$ cat config.mk
export PLATFORM = sky130hd
export DESIGN_NAME = esc_back
export DESIGN_NICKNAME = d
export VERILOG_FILES = /design/src/hdl/esc_pkg.sv /design/src/hdl/esc_back.sv
export SDC_FILE = /design/constraint.sdc
export NUM_CORES = 2
export LEC_CHECK = 0
export ABC_AREA = 1
export BUFFER_PORTS_ARGS = -buffer_cell sky130_fd_sc_hd__buf_2
export CORE_ASPECT_RATIO = 0.7
export CORE_MARGIN = 2
export CORE_UTILIZATION = 35
export DETAILED_ROUTE_END_ITERATION = 8
export PLACE_DENSITY = 0.55
export SYNTH_ARGS = -nofsm -noshare
export SYNTH_HDL_FRONTEND = slang
export SYNTH_SLANG_ARGS = --single-unit
$ cat constraint.sdc
create_clock -name clk -period 11.8 [get_ports clk]
set_clock_uncertainty 0.2 [all_clocks]
set_input_delay 1.77 -clock clk [delete_from_list [all_inputs] [get_ports clk]]
set_output_delay 1.77 -clock clk [all_outputs]
set_load 0.01 [all_outputs]
$ cat src/hdl/esc_pkg.sv
// ----------------------------------------------------------------------------
// esc_pkg
// Shared types, register indexes and helpers for the environmental sensor
// compensation pipeline.
// ----------------------------------------------------------------------------
package esc_pkg;

  // Configuration register indexes.
  localparam logic [2:0] REG_TEMP    = 3'd0;
  localparam logic [2:0] REG_PRESS_A = 3'd1;
  localparam logic [2:0] REG_PRESS_B = 3'd2;
  localparam logic [2:0] REG_MIXED   = 3'd3;
  localparam logic [2:0] REG_HUMID   = 3'd4;

  localparam int unsigned CFG_IDX_W  = 3;
  localparam int unsigned CFG_DATA_W = 64;
  localparam int unsigned FRONT_LAT  = 14;
  localparam int unsigned DIV_LAT    = 32;

  localparam logic [31:0] HUM_MAX    = 32'd419430400;

  // Decoded calibration words, each extended to 32 bits.
  typedef struct packed {
    logic [31:0] t1, t2, t3;
    logic [31:0] p1, p2, p3, p4, p5, p6, p7, p8, p9;
    logic [31:0] h1, h2, h3, h4, h5, h6;
  } cal_t;

  // Finished fields that ride along with the pressure division.
  typedef struct packed {
    logic [31:0] temp;
    logic [31:0] fine;
    logic [16:0] hum;
    logic        dz;
    logic        mode;
  } side_t;

  // Working fields of the front pipeline.
  typedef struct packed {
    logic [19:0] adc_t;
    logic [19:0] adc_p;
    logic [15:0] adc_h;
    logic [31:0] ta, dd, fa, b1, fine, temp, pa, ha;
    logic [31:0] d, ap5, p2a, h5a, ah6, ah3;
    logic [31:0] pb, c3, hb, x1, x2;
    logic [31:0] b2, a1, hx;
    logic [31:0] pa2, hd, nb;
    logic [31:0] den, q0, hd2;
    logic [31:0] num, hd3, ha2, sq, m;
    logic        mode;
    logic        dz;
    logic [16:0] hum;
  } front_t;

  // Arithmetic shift right of a 32-bit two's complement word.
  function automatic logic [31:0] asr(input logic [31:0] x, input int unsigned n);
    asr = 32'($signed(x) >>> n);
  endfunction

endpackage

$ cat src/hdl/esc_back.sv
// ----------------------------------------------------------------------------
// esc_back
// Three-stage pressure finish: quadratic and linear correction of the
// quotient, then the divide-by-zero override.
// ----------------------------------------------------------------------------
module esc_back (
  input  logic           clk,
  input  logic           rst_n,
  input  logic           en,
  input  logic           in_v,
  input  logic [31:0]    quot,
  input  esc_pkg::side_t in_side,
  input  esc_pkg::cal_t  cal,
  output logic           out_v,
  output logic [31:0]    pres,
  output esc_pkg::side_t out_side
);

  logic [31:0]    q1_r, sqq_r, e0_r;
  logic [31:0]    q2_r, c0_r, e_r;
  logic [31:0]    pres_r;
  esc_pkg::side_t s1_r, s2_r, s3_r;
  logic [2:0]     v_r;
  logic [31:0]    q_full;
  logic [31:0]    qs;

  // Double the quotient of a numerator whose top bit was set.
  assign q_full = in_side.mode ? (quot << 1) : quot;
  assign qs     = q_full >> 3;

  always_ff @(posedge clk) begin
    if (en) begin
      q1_r   <= q_full;
      sqq_r  <= qs * qs;
      e0_r   <= (q_full >> 2) * cal.p8;
      s1_r   <= in_side;
      q2_r   <= q1_r;
      c0_r   <= cal.p9 * (sqq_r >> 13);
      e_r    <= esc_pkg::asr(e0_r, 13);
      s2_r   <= s1_r;
      pres_r <= s2_r.dz ? 32'd0
              : q2_r + esc_pkg::asr(esc_pkg::asr(c0_r, 12) + e_r + cal.p7, 4);
      s3_r   <= s2_r;
    end
  end

  always_ff @(posedge clk) begin
    if (!rst_n) begin
      v_r <= '0;
    end else if (en) begin
      v_r <= {v_r[1:0], in_v};
    end
  end

  assign out_v    = v_r[2];
  assign pres     = pres_r;
  assign out_side = s3_r;

endmodule

==> reports/summary.txt <==
Setup repair bufs after CTS: 0
Mapped Avg Cell Area: 9.11 um2
GR Util All Layers: 0.219
Cell Area, Synth: 0.0594 mm2
Detailed-route via count: 44,100
Fin area: 0.0651 mm2
RSZ-0062 raised after global routing: false
Final hold vios: 0
Top post-synthesis cells by count: inv_1, nand2_1, fa_1
Antenna Nets Post-Route: 0
Clock Tree Root: clkbuf_16
CTS Hold Bufs: 0
First-pass GRT wire length: 285,000 um
Slew headroom: 0.238
CP Class: input port to register
Clock tree sinks: 425
I/O pins: 811
Area growth, synth to finish: 9.63%
Most used DFF post-synth: edfxtp_1
Placed Area: 0.0635 mm2
Post-synthesis sequential area ratio: 0.215
Synthesized flop and latch total: 425
Fin nets: 8,937
Post-CTS resize count: 0
Max-Cap Viols: 0
Clock Latency Late Sink: 0.60 ns
Vias in the first global route: 45,100
Synth Instances: 6,512
Input/output buffers: 330
Status: finished clean
Final period utilization: 0.882
CP Capture Type: register
Row count: 126
Die height: 349 um
Core Footprint: 0.169 mm2
Largest cells by area after synthesis: fa_1, edfxtp_1, inv_1
Critical path startpoint category: input port
Crit path DAT: 10.48 ns
Post-synth EDFFs: 422
FF-to-FF setup slack: 4.70 ns
TritonCTS clock tree: built
Num CTS Buffers: 46
Syn_nets: 8,711
Minimum clock period after layout: 10.40 ns
Fraction of layout cells with a size suffix above 1: 0.0764
Die Width: 496 um
Die area: 0.173 mm2
Largest net degree at the start of global routing: 144
Gr ovfl total: 0
Layout Utilization: 0.386
Via density: 4.89
Routability Congestion: 0.934
Top-area cell type share of the netlist area: 0.377
Max-slew violation count: 0
Slew at the pin closest to its max-slew limit: 1.14 ns
Async SR Flop Fraction: 0
Clk buf depth: 3
Iter 0 DRT Violations: 3,899
Starting Density: 0.352
Max H-tree Level: 2
Hold WC Path Type: register to register
Fmax: 96.1 MHz
Req. time, crit path: 11.88 ns
Routed wire length: 187,000 um
Most instantiated library cell after synthesis: inv_1
DRC viols: 0
Synth unique cells: 56
Synth warnings: 0
TNS Setup: 0 ns
Post-DP HPWL: 150,000 um
CTS clk-pin slew, worst paths: 0.07 ns
Crit path max fanout: 28
TritonRoute pass-1 iters: 6
Initial antenna violation count: 32
Final setup vio count: 0
Drt wl/cell: 20.7 um
Cell accounting for the most synthesized area: fa_1
==> flip-flops by register name, indices dropped and copies added, names as in the netlist <==
register / count
v_r: 3
s1_r: 83
c0_r: 20
q1_r: 32
pres: 32
e_r: 19
sqq_r: 19
out_side: 83
q2_r: 32
e0_r: 19
s2_r: 83
==> critical path, cell delays in order <==
cell and delay (ns):
buf_2 0.45, buf_4 0.44, nand2_1 0.10, o21ai_1 0.10, buf_4 0.31, clkinv_1 0.78, nor2_1 0.52, fa_1 0.49
fa_1 0.57, inv_1 0.07, fa_1 0.46, fa_1 0.55, inv_1 0.06, fa_1 0.56, fa_1 0.44, fa_1 0.50
inv_1 0.05, fa_1 0.49, inv_1 0.04, ha_1 0.34, a21oi_1 0.20, o21ai_0 0.14, a221o_1 0.31, a31oi_1 0.15
nand2_1 0.20, nand3_1 0.14, nand2_1 0.19
==> worst paths after layout <==
path | start | end | cells past startpoint
max | in_side[0] | sqq_r[31] | 27
min | q1_r[7] | q2_r[7] | 0
max reg2reg | e_r[0] | pres[31] | 37
min reg2reg | q1_r[7] | q2_r[7] | 0
==> layer usage <==
metal / routed length, um / share of wire / global-route usage / vias up
met3: 20600 / 0.11 / 0.0604 / 258
met1: 84900 / 0.45 / 0.327 / 22100
li1: - / - / - / 19800
met5: 107 / 0.00057 / 0 / -
met4: 4310 / 0.023 / 0.0467 / 16
met2: 77100 / 0.41 / 0.313 / 1993
==> logic make-up (layout without fill, tap and decap cells) <==
kind of cell / count (synthesis) / after routing / share of synthesized area
other cells: 0 / 3 / 0
compound gates: 463 / 463 / 0.0444
fa+ha+maj: 1504 / 1504 / 0.458
buf+inv: 1869 / 2133 / 0.119
xor+xnor: 167 / 167 / 0.0252
flops: 425 / 425 / 0.215
simple gates: 2084 / 2084 / 0.138
==> stage by stage <==
stage	cells	hold slack (ns)	setup slack [ns]
detailed placement	8930	0.205	0.868
global placement	8930	0.200	0.945
CTS	9016	0.213	1.50
global route	9018	0.213	0.960
floorplan	6512	0.200	2.91
finish	9019	0.209	1.40
==> layout by cell type (no fill, tap or decap), types with 13 or more instances in the layout <==
cell type and n:
ha_1 386, nor2_1 660, nand4_1 19, xor2_1 105, edfxtp_1 422, a31oi_1 19
nor4_1 16, buf_2 329, buf_4 65, nor3_1 24, fa_1 1118, nand2_1 1226
o21ai_0 118, nand3_1 98, clkbuf_16 46, clkinv_1 25, o21a_1 13, xnor2_1 59
a21oi_1 223, inv_1 1632, nand2_2 17, o21bai_1 14
==> layout make-up <==
cell class / count / area [um2]
clock buffers: 51 / 1170
inverters: 1651 / 6200
flip-flops and latches: 425 / 12700
diodes: 3 / 7.51
well taps: 2240 / 2800
fillers: 17000 / 103000
repair buffers: 396 / 2170
clock inverters: 35 / 410
multi-input cells: 4218 / 39600
Power is left out: the tool's default activity adds up to more than one toggle a clock period on the data nets, which glitch-free logic cannot reach.
